**src/design/spq_pkg.sv**
```systemverilog
`timescale 1ns / 1ps
// ----------------------------------------------------------------------------
// spq_pkg
// Types, codes and defaults shared by the sorted priority queue files.
// ----------------------------------------------------------------------------
package spq_pkg;

  localparam int CAPACITY_DEFAULT = 16;

  localparam logic       OP_ENQUEUE = 1'b0;
  localparam logic       OP_DEQUEUE = 1'b1;

  localparam logic [1:0] ST_DONE    = 2'd0;
  localparam logic [1:0] ST_EMPTY   = 2'd1;
  localparam logic [1:0] ST_FULL    = 2'd2;

  localparam logic signed [31:0] TAKEN_NONE = -32'sd1;

  typedef struct packed {
    logic               opcode;
    logic signed [31:0] new_item;
    logic signed [31:0] new_priority;
  } spq_req_t;

  typedef struct packed {
    logic signed [31:0] taken_item;
    logic        [1:0]  status;
    logic signed [31:0] head_item;
    logic               is_empty;
    logic        [4:0]  entry_count;
  } spq_rsp_t;

  // One stored entry: priority and item side by side in one RAM word.
  typedef struct packed {
    logic signed [31:0] prio;
    logic signed [31:0] item;
  } spq_entry_t;

endpackage

```
**src/design/spq_ram.sv**
```systemverilog
`timescale 1ns / 1ps
// ----------------------------------------------------------------------------
// spq_ram
// Generic simple dual-port RAM: one write port, one read port, registered read.
// ----------------------------------------------------------------------------
module spq_ram #(
  parameter int WIDTH = 64,
  parameter int DEPTH = 16,
  parameter int AW    = (DEPTH > 1) ? $clog2(DEPTH) : 1
) (
  input  logic             clk,
  input  logic             we,
  input  logic [AW-1:0]    waddr,
  input  logic [WIDTH-1:0] wdata,
  input  logic [AW-1:0]    raddr,
  output logic [WIDTH-1:0] rdata
);

  logic [WIDTH-1:0] mem [DEPTH];

  always_ff @(posedge clk) begin
    if (we) begin
      mem[waddr] <= wdata;
    end
    rdata <= mem[raddr];
  end

endmodule

```
**src/design/sorted_priority_queue_unit.sv**
```systemverilog
`timescale 1ns / 1ps
// ----------------------------------------------------------------------------
// sorted_priority_queue_unit
// Bounded priority queue, sorted by signed priority, highest first.
// ----------------------------------------------------------------------------
// Entries live in one RAM, head at address 0, with a single priority compare
// under a small sequencer. A request is taken when start is high and busy is
// low; busy stays high until the result strobe done, which lasts one cycle and
// cannot be held off, so the receiver must take it then. The RAM's one read
// port and its registered read shape each request: an enqueue reads entries
// from the tail and moves each one of lower priority a place toward the tail,
// then writes the new entry; a dequeue takes the head and moves every other
// entry a place toward the head. An empty dequeue or full enqueue writes nothing.
// The RAM needs no clearing after reset.
// ----------------------------------------------------------------------------
module sorted_priority_queue_unit #(
  parameter int CAPACITY = spq_pkg::CAPACITY_DEFAULT
) (
  input  logic              clk,
  input  logic              rst,
  input  logic              start,
  output logic              busy,
  input  spq_pkg::spq_req_t request,
  output logic              done,
  output spq_pkg::spq_rsp_t result
);

  import spq_pkg::*;

  localparam int AW = $clog2(CAPACITY);
  localparam int CW = $clog2(CAPACITY + 1);

  localparam logic [3:0] S_IDLE    = 4'd0;
  localparam logic [3:0] S_RD      = 4'd1;
  localparam logic [3:0] S_CMP     = 4'd2;
  localparam logic [3:0] S_INS     = 4'd3;
  localparam logic [3:0] S_DQ_RD0  = 4'd4;
  localparam logic [3:0] S_DQ_TAKE = 4'd5;
  localparam logic [3:0] S_DRD     = 4'd6;
  localparam logic [3:0] S_DWR     = 4'd7;
  localparam logic [3:0] S_HEAD    = 4'd8;
  localparam logic [3:0] S_RESP    = 4'd9;

  logic [3:0]         state, state_next;
  logic [CW-1:0]      count, count_next;
  logic [AW-1:0]      k, k_next;
  spq_req_t           req, req_next;
  logic signed [31:0] taken, taken_next;
  logic [1:0]         stat, stat_next;

  logic               we;
  logic [AW-1:0]      waddr, raddr;
  spq_entry_t         wdata, rdata;
  logic               new_wins;

  spq_ram #(
    .WIDTH ($bits(spq_entry_t)),
    .DEPTH (CAPACITY),
    .AW    (AW)
  ) u_store (
    .clk   (clk),
    .we    (we),
    .waddr (waddr),
    .wdata (wdata),
    .raddr (raddr),
    .rdata (rdata)
  );

  // The shared compare: the new entry passes a stored one of lower priority.
  assign new_wins = rdata.prio < req.new_priority;

  always_comb begin
    state_next = state;
    count_next = count;
    k_next     = k;
    req_next   = req;
    taken_next = taken;
    stat_next  = stat;
    we         = 1'b0;
    waddr      = k;
    wdata      = rdata;
    raddr      = '0;

    unique case (state)
      S_IDLE: begin
        if (start) begin
          req_next   = request;
          taken_next = '0;
          stat_next  = ST_DONE;
          k_next     = count[AW-1:0];
          if (request.opcode == OP_DEQUEUE) begin
            if (count == '0) begin
              taken_next = TAKEN_NONE;
              stat_next  = ST_EMPTY;
              state_next = S_RESP;
            end else begin
              state_next = S_DQ_RD0;
            end
          end else if (count == CW'(CAPACITY)) begin
            stat_next  = ST_FULL;
            state_next = S_HEAD;
          end else if (count == '0) begin
            state_next = S_INS;
          end else begin
            state_next = S_RD;
          end
        end
      end
      S_RD: begin
        raddr      = k - AW'(1);
        state_next = S_CMP;
      end
      S_CMP: begin
        if (new_wins) begin
          we         = 1'b1;
          k_next     = k - AW'(1);
          state_next = (k == AW'(1)) ? S_INS : S_RD;
        end else begin
          state_next = S_INS;
        end
      end
      S_INS: begin
        we         = 1'b1;
        wdata.prio = req.new_priority;
        wdata.item = req.new_item;
        count_next = count + CW'(1);
        state_next = S_HEAD;
      end
      S_DQ_RD0: begin
        state_next = S_DQ_TAKE;
      end
      S_DQ_TAKE: begin
        taken_next = rdata.item;
        if (count == CW'(1)) begin
          count_next = '0;
          state_next = S_RESP;
        end else begin
          k_next     = AW'(1);
          state_next = S_DRD;
        end
      end
      S_DRD: begin
        raddr      = k;
        state_next = S_DWR;
      end
      S_DWR: begin
        we    = 1'b1;
        waddr = k - AW'(1);
        if (CW'(k) == count - CW'(1)) begin
          count_next = count - CW'(1);
          state_next = S_HEAD;
        end else begin
          k_next     = k + AW'(1);
          state_next = S_DRD;
        end
      end
      S_HEAD: begin
        state_next = S_RESP;
      end
      S_RESP: begin
        state_next = S_IDLE;
      end
      default: begin
        state_next = S_IDLE;
      end
    endcase
  end

  always_ff @(posedge clk) begin
    if (rst) begin
      state <= S_IDLE;
      count <= '0;
    end else begin
      state <= state_next;
      count <= count_next;
    end
    k     <= k_next;
    req   <= req_next;
    taken <= taken_next;
    stat  <= stat_next;
  end

  assign busy = (state != S_IDLE);
  assign done = (state == S_RESP);

  // Head read was issued in the previous cycle whenever the unit is idle or done is high.
  always_comb begin
    result.taken_item  = taken;
    result.status      = stat;
    result.head_item   = (count == '0) ? 32'sd0 : rdata.item;
    result.is_empty    = (count == '0);
    result.entry_count = 5'(count);
  end

  a_count_bound: assert property (@(posedge clk) disable iff (rst)
    count <= CW'(CAPACITY))
    else $error("entry count above capacity");

  a_accept_busy: assert property (@(posedge clk) disable iff (rst)
    (start && !busy) |=> busy)
    else $error("accepted request did not start the sequencer");

  a_write_busy: assert property (@(posedge clk) disable iff (rst)
    we |-> busy)
    else $error("store written while idle");

  a_done_release: assert property (@(posedge clk) disable iff (rst)
    done |=> !busy)
    else $error("busy held after result strobe");

  a_count_stable_idle: assert property (@(posedge clk) disable iff (rst)
    (!busy && !start) |=> $stable(count))
    else $error("entry count changed with no transfer");

endmodule
```
**config.mk**
```make
export PLATFORM = sky130hd
export DESIGN_NAME = sorted_priority_queue_unit
export DESIGN_NICKNAME = d
export VERILOG_FILES = /design/src/design/spq_pkg.sv /design/src/design/spq_ram.sv /design/src/design/sorted_priority_queue_unit.sv
export SDC_FILE = /design/constraint.sdc
export NUM_CORES = 1
export LEC_CHECK = 0
export BUFFER_PORTS_ARGS = -buffer_cell sky130_fd_sc_hd__buf_4
export CORE_UTILIZATION = 55
export DETAILED_ROUTE_END_ITERATION = 6
export PLACE_DENSITY = 0.72
export SYNTH_ARGS = -nofsm -noshare
export SYNTH_HDL_FRONTEND = slang
export SYNTH_SLANG_ARGS = --single-unit
export TNS_END_PERCENT = 100
```
**constraint.sdc**
```tcl
create_clock -name clk -period 12.1 [get_ports clk]
set_clock_uncertainty 0.1 [all_clocks]
set_input_delay 1.21 -clock clk [delete_from_list [all_inputs] [get_ports clk]]
set_output_delay 1.21 -clock clk [all_outputs]
set_load 0.1 [all_outputs]
```
==> impl_metrics.env, run 1 <==
export IMPL_status="finished clean"
export IMPL_synthArstFlopShare=0
export IMPL_relSlewSlack=0.0608
export IMPL_ff_latch_area_um2=35300
export IMPL_ios=142
export IMPL_wl_per_cell_um=24.4
export IMPL_min_period_over_period=0.409
export IMPL_grt_setup_unrepaired="no"
export IMPL_setup_violations_final=0
export IMPL_p_seq_frac=0.437
export IMPL_synth_nets=3013
export IMPL_vias=25743
export IMPL_cap_violations=0
export IMPL_slowest_delay_ns=0.94
export IMPL_fin_ws_ns=7.15
export IMPL_dr_pass1_iters=6
export IMPL_wirelength_um=103000
export IMPL_crit_family="compound AO/OA/AOI/OAI gates"
export IMPL_placedCellCount=4016
export IMPL_die_h_um=292
export IMPL_synthTopCellsByArea="edfxtp_1 (73%), mux4_2 (6.3%), nand2_1 (4.9%)"
export IMPL_place_area_um2=48700
export IMPL_synth_top_cell_by_area="edfxtp_1"
export IMPL_critPathBufInv=3
export IMPL_synth_cell_types=56
export IMPL_worstSetupPathType="reg2reg"
export IMPL_drt_iter0_drc=2662
export IMPL_arrival_ns=5.17
export IMPL_hpwl_um=54600
export IMPL_synth_adder_area_share=0.0105
export IMPL_post_cts_resized=0
export IMPL_cp_slowest_cell="o41ai_1"
export IMPL_start_util=0.555
export IMPL_cts_setup_buffers=0
export IMPL_switching_share=0.330
export IMPL_power_internal_w=0.00882
export IMPL_route_detailed_drc=0
export IMPL_min_path_type="reg2reg"
export IMPL_synth_compound_area_frac=0.0283
export IMPL_synthFlopType="edfxtp_1"
export IMPL_hold_viol=0
export IMPL_seq_area_frac_synth=0.760
export IMPL_synthSimpleGateAreaFrac=0.101
export IMPL_holdBufCountCts=0
export IMPL_fin_area_um2=52600
export IMPL_synth_commonest_cells="edfxtp_1 (1,126), nand2_1 (605), nand3_1 (260)"
export IMPL_final_max_slew_viol_count=0
export IMPL_p_per_area_nw_per_um2=250
export IMPL_fmax_mhz=202
export IMPL_startpoint_type="register"
export IMPL_synth_seq_cells=1199
export IMPL_fin_tns_setup_ns=0
export IMPL_path_max_fanout=33
export IMPL_ir_worst_vdd_uv=209
export IMPL_synthCells=2906
export IMPL_p_leak_nw=17.8
export IMPL_area_delta_synth_final_pct=13.4
export IMPL_muxShareOfSynthArea=0.0795
export IMPL_cts_tree="yes"
export IMPL_dieArea_um2=85500
export IMPL_antenna_left=0
export IMPL_synth_most_common_cell="edfxtp_1"
export IMPL_cp_cell_sequence="inv_1 > ha_1 > nand2_1 > o21ai_0 > a21oi_1 > o41ai_1 > a21oi_1 > o311a_1 > nor4_2 > buf_4 > buf_4"
export IMPL_grt_usage=0.242
export IMPL_endpoint_kind="register"
export IMPL_portBuffers=141
export IMPL_antenna_found_initial=1
export IMPL_ys_warn_count=0
export IMPL_gp_congestion=0.805
export IMPL_min_period_ns=4.95
export IMPL_grt_pass1_vias=25691
export IMPL_switching_power_w=0.00435
export IMPL_grt_max_degree=134
export IMPL_numCtsBuffers=114
export IMPL_cts_sinks=1199
export IMPL_multi_input_area_um2=10400
export IMPL_cts_buffer_depth=3
export IMPL_cts_root_buf="clkbuf_16"
export IMPL_synth_top_area_share=0.729
export IMPL_die_w_um=292
export IMPL_avgSynthCellArea_um2=16.0
export IMPL_nets=3159
export IMPL_overflow=0
export IMPL_via_per_inst=6.08
export IMPL_tightest_slew_ns=1.41
export IMPL_htree_levels=3
export IMPL_final_cells=4233
export IMPL_synth_area_um2=46400
export IMPL_fill_cells=5652
export IMPL_design_core_area_um2=83600
export IMPL_n_antenna_cell=0
export IMPL_clock_latency_ns=0.70
export IMPL_synth_edf_count=1126
export IMPL_place_ws_ns=7.20
export IMPL_num_rows=106
export IMPL_layout_drive_gt1_share=0.188
export IMPL_power_share_clock=0.281
export IMPL_p_comb_frac=0.282
export IMPL_grt_pass1_wl_um=156000
export IMPL_clkSlewWorstSetupHoldPaths_ns=0.06
export IMPL_synthXorXnorAreaFrac=0.00227
export IMPL_critical_path_required_ns=12.32
export IMPL_synth_top_family_by_area="simple AND/OR/NAND/NOR gates"
export IMPL_utilization=0.630
[final timing paths]
path,end,slack (ns),from,cells past startpoint
max,u_store.mem[9][23]$_DFFE_PP_,7.15,req[2]$_DFFE_PP_,11
min,taken[6]$_DFFE_PP_,0.45,u_store.rdata[6]$_DFF_P_,2
max reg2reg,u_store.mem[9][23]$_DFFE_PP_,7.15,req[2]$_DFFE_PP_,11
min reg2reg,taken[6]$_DFFE_PP_,0.45,u_store.rdata[6]$_DFF_P_,2
[power by group through the flow]
stage	combinational [W]	sequential (W)	clock (W)
floorplan	0.00238	0.00600	0
global placement	0.00361	0.00582	0
detailed placement	0.00371	0.00584	0
CTS	0.00373	0.00576	0.00375
global route	0.00402	0.00578	0.00390
finish	0.00372	0.00575	0.00370
[kinds of logic after synthesis]
logic type,count (synthesis)
adder cells (fa/ha/maj),39
flip-flops,1199
AND/OR/NAND/NOR,1053
AO/OA/AOI/OAI,207
XOR/XNOR,12
buffers and inverters,198
multiplexers,198
[layout by cell type (no fill, tap or decap), types with 36 or more instances in the layout]
master     synthesis  layout
nor2b_1           36      36
nand4_1           68      68
edfxtp_1        1126    1126
ha_1              39      39
clkbuf_16          0     114
mux2_2            65      65
a22oi_1           67      67
mux4_2           130     130
dfxtp_1           73      73
o21ai_1           64      63
nand2_1          605     605
nand3_1          260     260
buf_4              6     187
inv_1             39      39
[metal layers]
metal | share of wire | wire [um] | global-route usage
met5 | 0 | 0 | 0
met3 | 0.077 | 7890 | 0.0327
met4 | 0.024 | 2430 | 0.0750
met2 | 0.50 | 51900 | 0.406
met1 | 0.40 | 40900 | 0.331
[stage by stage]
step | hold slack (ns) | total power (W)
2_1_floorplan | 0.410 | 0.00838
3_3_place_gp | 0.427 | 0.00943
3_5_place_dp | 0.432 | 0.00954
4_1_cts | 0.448 | 0.0132
5_1_grt | 0.469 | 0.0137
6_report | 0.447 | 0.0132
[cell type report]
| type | instances | share of cell area |
|---|---|---|
| Clock buffer | 152 | 0.0598 |
| Clock inverter | 65 | 0.0157 |
| Inverter | 39 | 0.00278 |
| Multi-Input combinational cell | 1509 | 0.198 |
| Sequential cell | 1199 | 0.670 |
| Tap cell | 1080 | 0.0257 |
| Timing Repair Buffer | 189 | 0.0274 |
[state kept, by name, summed over array words and instances, names as in the netlist]
name,count
taken,32
stat,2
req,64
u_store.rdata,64
state,4
k,4
u_store.mem,1024
count,5
[worst reg2reg max path, stage by stage (launching register included)]
cell and delay (ns):
edfxtp_1 0.35, inv_1 0.05, ha_1 0.28, nand2_1 0.04
o21ai_0 0.20, a21oi_1 0.18, o41ai_1 0.94, a21oi_1 0.27
o311a_1 0.65, nor4_2 0.37, buf_4 0.54, buf_4 0.58
No activity file was read; power rests on OpenSTA's default activity.
==> run 2, diff against run 1 <==
- ABC_AREA: not set -> 1
- PLACE_DENSITY: 0.72 -> 0.75
- clock period: 12.1 -> 4.2 ns (I/O delays scaled with it)
==> run 2 against run 1 <==
  * Via count rose by 18%
  * Non-clock buffer count rose by 102
  * Critical path depth rose by 2
  * Clock-buffer cell count rose by 2
  * Cell area rose by 5.9%
  * Routed wire length rose by 4.1%
  * Clock power rose to 2.7 times the previous value
  * Worst hold slack got worse by 0.30 ns
  * Maximum frequency rose by 36%
  * Sequential cell count did not move
  * Critical endpoint is now u_store.mem[1][45]$_DFFE_PP_
  * Largest power group unchanged
==> impl_metrics.env, run 2 <==
export IMPL_tightest_slew_ns=1.27
export IMPL_synth_adder_area_share=0.00999
export IMPL_timing_rr_end="u_store.mem[1][45]$_DFFE_PP_"
export IMPL_synthCells=3969
export IMPL_start_util=0.559
export IMPL_synthArstFlopShare=0
export IMPL_cap_violations=0
export IMPL_avgSynthCellArea_um2=12.3
export IMPL_design_core_area_um2=87400
export IMPL_portBuffers=141
export IMPL_grt_setup_unrepaired="no"
export IMPL_post_cts_resized=0
export IMPL_p_leak_nw=20.5
export IMPL_clkSlewWorstSetupHoldPaths_ns=0.06
export IMPL_gp_congestion=0.806
export IMPL_synth_area_um2=48900
export IMPL_final_cell_mix="edfxtp_1 (1,126), inv_1 (620), nand2_1 (507), nand3_1 (402), o21ai_0 (287)"
export IMPL_antenna_found_initial=0
export IMPL_grt_pass1_vias=29444
export IMPL_fill_cells=6239
export IMPL_synth_edf_count=1126
export IMPL_final_common_cell="edfxtp_1"
export IMPL_startpoint_type="register"
export IMPL_cts_setup_buffers=0
export IMPL_top_regs="u_store.mem (1024), req (64), u_store.rdata (64)"
export IMPL_synth_nets=4076
export IMPL_hpwl_um=58100
export IMPL_fin_ws_ns=0.547
export IMPL_muxShareOfSynthArea=0.00715
export IMPL_utilization=0.638
export IMPL_htree_levels=3
export IMPL_route_detailed_drc=0
export IMPL_die_h_um=300
export IMPL_relSlewSlack=0.149
export IMPL_numCtsBuffers=115
export IMPL_hold_viol=0
export IMPL_fin_tns_setup_ns=0
export IMPL_synthFlopType="edfxtp_1"
export IMPL_synth_top_family_by_area="compound AO/OA/AOI/OAI gates"
export IMPL_grt_max_degree=167
export IMPL_startpoint="req[31]$_DFFE_PP_"
export IMPL_place_ws_ns=0.720
export IMPL_place_area_um2=51500
export IMPL_layout_drive_gt1_share=0.105
export IMPL_status="finished clean"
export IMPL_fin_area_um2=55700
export IMPL_wirelength_um=107000
export IMPL_cts_tree="yes"
export IMPL_synth_most_common_cell="edfxtp_1"
export IMPL_grt_pass1_wl_um=167000
export IMPL_synthSimpleGateAreaFrac=0.0856
export IMPL_synth_seq_cells=1199
export IMPL_clock_latency_ns=0.69
export IMPL_drt_iter0_drc=3440
export IMPL_vias=30388
export IMPL_synth_top_area_share=0.692
export IMPL_area_delta_synth_final_pct=14.1
export IMPL_dr_pass1_iters=6
export IMPL_num_rows=108
export IMPL_synthTopCellsByArea="edfxtp_1 (69%), inv_1 (4.8%), nand3_1 (4.1%)"
export IMPL_ys_warn_count=0
export IMPL_top_register="u_store.mem"
export IMPL_seq_area_frac_synth=0.722
export IMPL_synthXorXnorAreaFrac=0.00161
export IMPL_p_per_area_nw_per_um2=713
export IMPL_overflow=0
export IMPL_r2r_start="req[31]$_DFFE_PP_"
export IMPL_arrival_ns=3.86
export IMPL_r2r_slack_ns=0.55
export IMPL_synth_compound_area_frac=0.103
export IMPL_min_period_over_period=0.870
export IMPL_wl_per_cell_um=19.9
export IMPL_synth_top_cell_by_area="edfxtp_1"
export IMPL_via_per_inst=5.63
export IMPL_path_max_fanout=29
export IMPL_holdPathStages=5
export IMPL_n_antenna_cell=0
export IMPL_die_w_um=300
export IMPL_min_period_ns=3.65
export IMPL_fmax_mhz=274
export IMPL_crit_end="u_store.mem[1][45]$_DFFE_PP_"
export IMPL_endpoint_kind="register"
export IMPL_worstSetupPathType="reg2reg"
export IMPL_grt_usage=0.239
export IMPL_synth_commonest_cells="edfxtp_1 (1,126), inv_1 (621), nand2_1 (508)"
export IMPL_antenna_left=0
export IMPL_min_path_type="in2reg"
export IMPL_final_max_slew_viol_count=0
export IMPL_cts_buffer_depth=3
export IMPL_largest_register_ffs=1024
export IMPL_dieArea_um2=90000
export IMPL_ios=142
export IMPL_setup_violations_final=0
export IMPL_ir_worst_vdd_uv=859
export IMPL_critical_path_required_ns=4.41
export IMPL_holdBufCountCts=66
export IMPL_cts_root_buf="clkbuf_16"
export IMPL_worstRegToRegCells=13
export IMPL_synth_cell_types=37
export IMPL_nets=4253
export IMPL_cts_sinks=1199
run 2: worst min-delay path by stage:
stage	from	to	slack, ns
floorplan	request[0]	req[0]$_DFFE_PP_	0.42
global placement	u_store.rdata[26]$_DFF_P_	taken[26]$_DFFE_PP_	0.43
detailed placement	u_store.rdata[9]$_DFF_P_	taken[9]$_DFFE_PP_	0.44
CTS	start	state[1]$_SDFFE_PP0P_	0.12
global route	start	state[1]$_SDFFE_PP0P_	0.19
finish	start	state[1]$_SDFFE_PP0P_	0.15
run 2: report_power, final:
group	total, W	internal [W]	switching [W]
sequential	0.0165	0.0161	0.000460
clock	0.00999	0.00571	0.00428
combinational	0.0132	0.00323	0.00998
run 2: cell type report:
cell class | instances | area, um2 | share of cell area
repair buffers | 291 | 2730 | 0.0489
inverters | 624 | 2350 | 0.0421
clock inverters | 58 | 541 | 0.00970
well taps | 1155 | 1450 | 0.0259
clock buffers | 154 | 3100 | 0.0555
multi-input cells | 1915 | 10300 | 0.185
flip-flops and latches | 1199 | 35300 | 0.633
run 2: cell families after synthesis:
group                      after synthesis
AOI/OAI and AO/OA                      862
xor gates and xnor gates                 9
adders and majority gates               39
buffers and inverters                  855
DFF                                   1199
muxes                                   31
and+or+nand+nor                        974
run 2: worst max-delay path, cell delays in order (launching register included):
cell and delay (ns):
edfxtp_1 0.33, inv_1 0.06, ha_1 0.39, a21oi_1 0.22, o21a_1 0.15, nand2_1 0.05
a21oi_1 0.36, nand2_1 0.12, nand2_1 0.12, nand3_1 0.18, nand2_1 0.19, nand2_1 0.27
nor2_4 0.20, buf_4 0.48
run 2: metal layers:
layer	vias up	GRT usage	share of wire	routed length, um
li1	14352	-	-	-
met1	14633	0.334	0.41	44500
met2	1251	0.395	0.49	52200
met3	152	0.0314	0.079	8450
met4	0	0.0698	0.021	2210
met5	-	0	0	0
run 2: per-stage QoR:
step	power (W)	cells	hold WS, ns
after floorplan	0.0259	3969	0.419
after global placement	0.0295	5118	0.430
after detailed placement	0.0298	5118	0.442
after CTS	0.0398	5396	0.116
after global routing	0.0416	5396	0.192
final	0.0397	5396	0.150
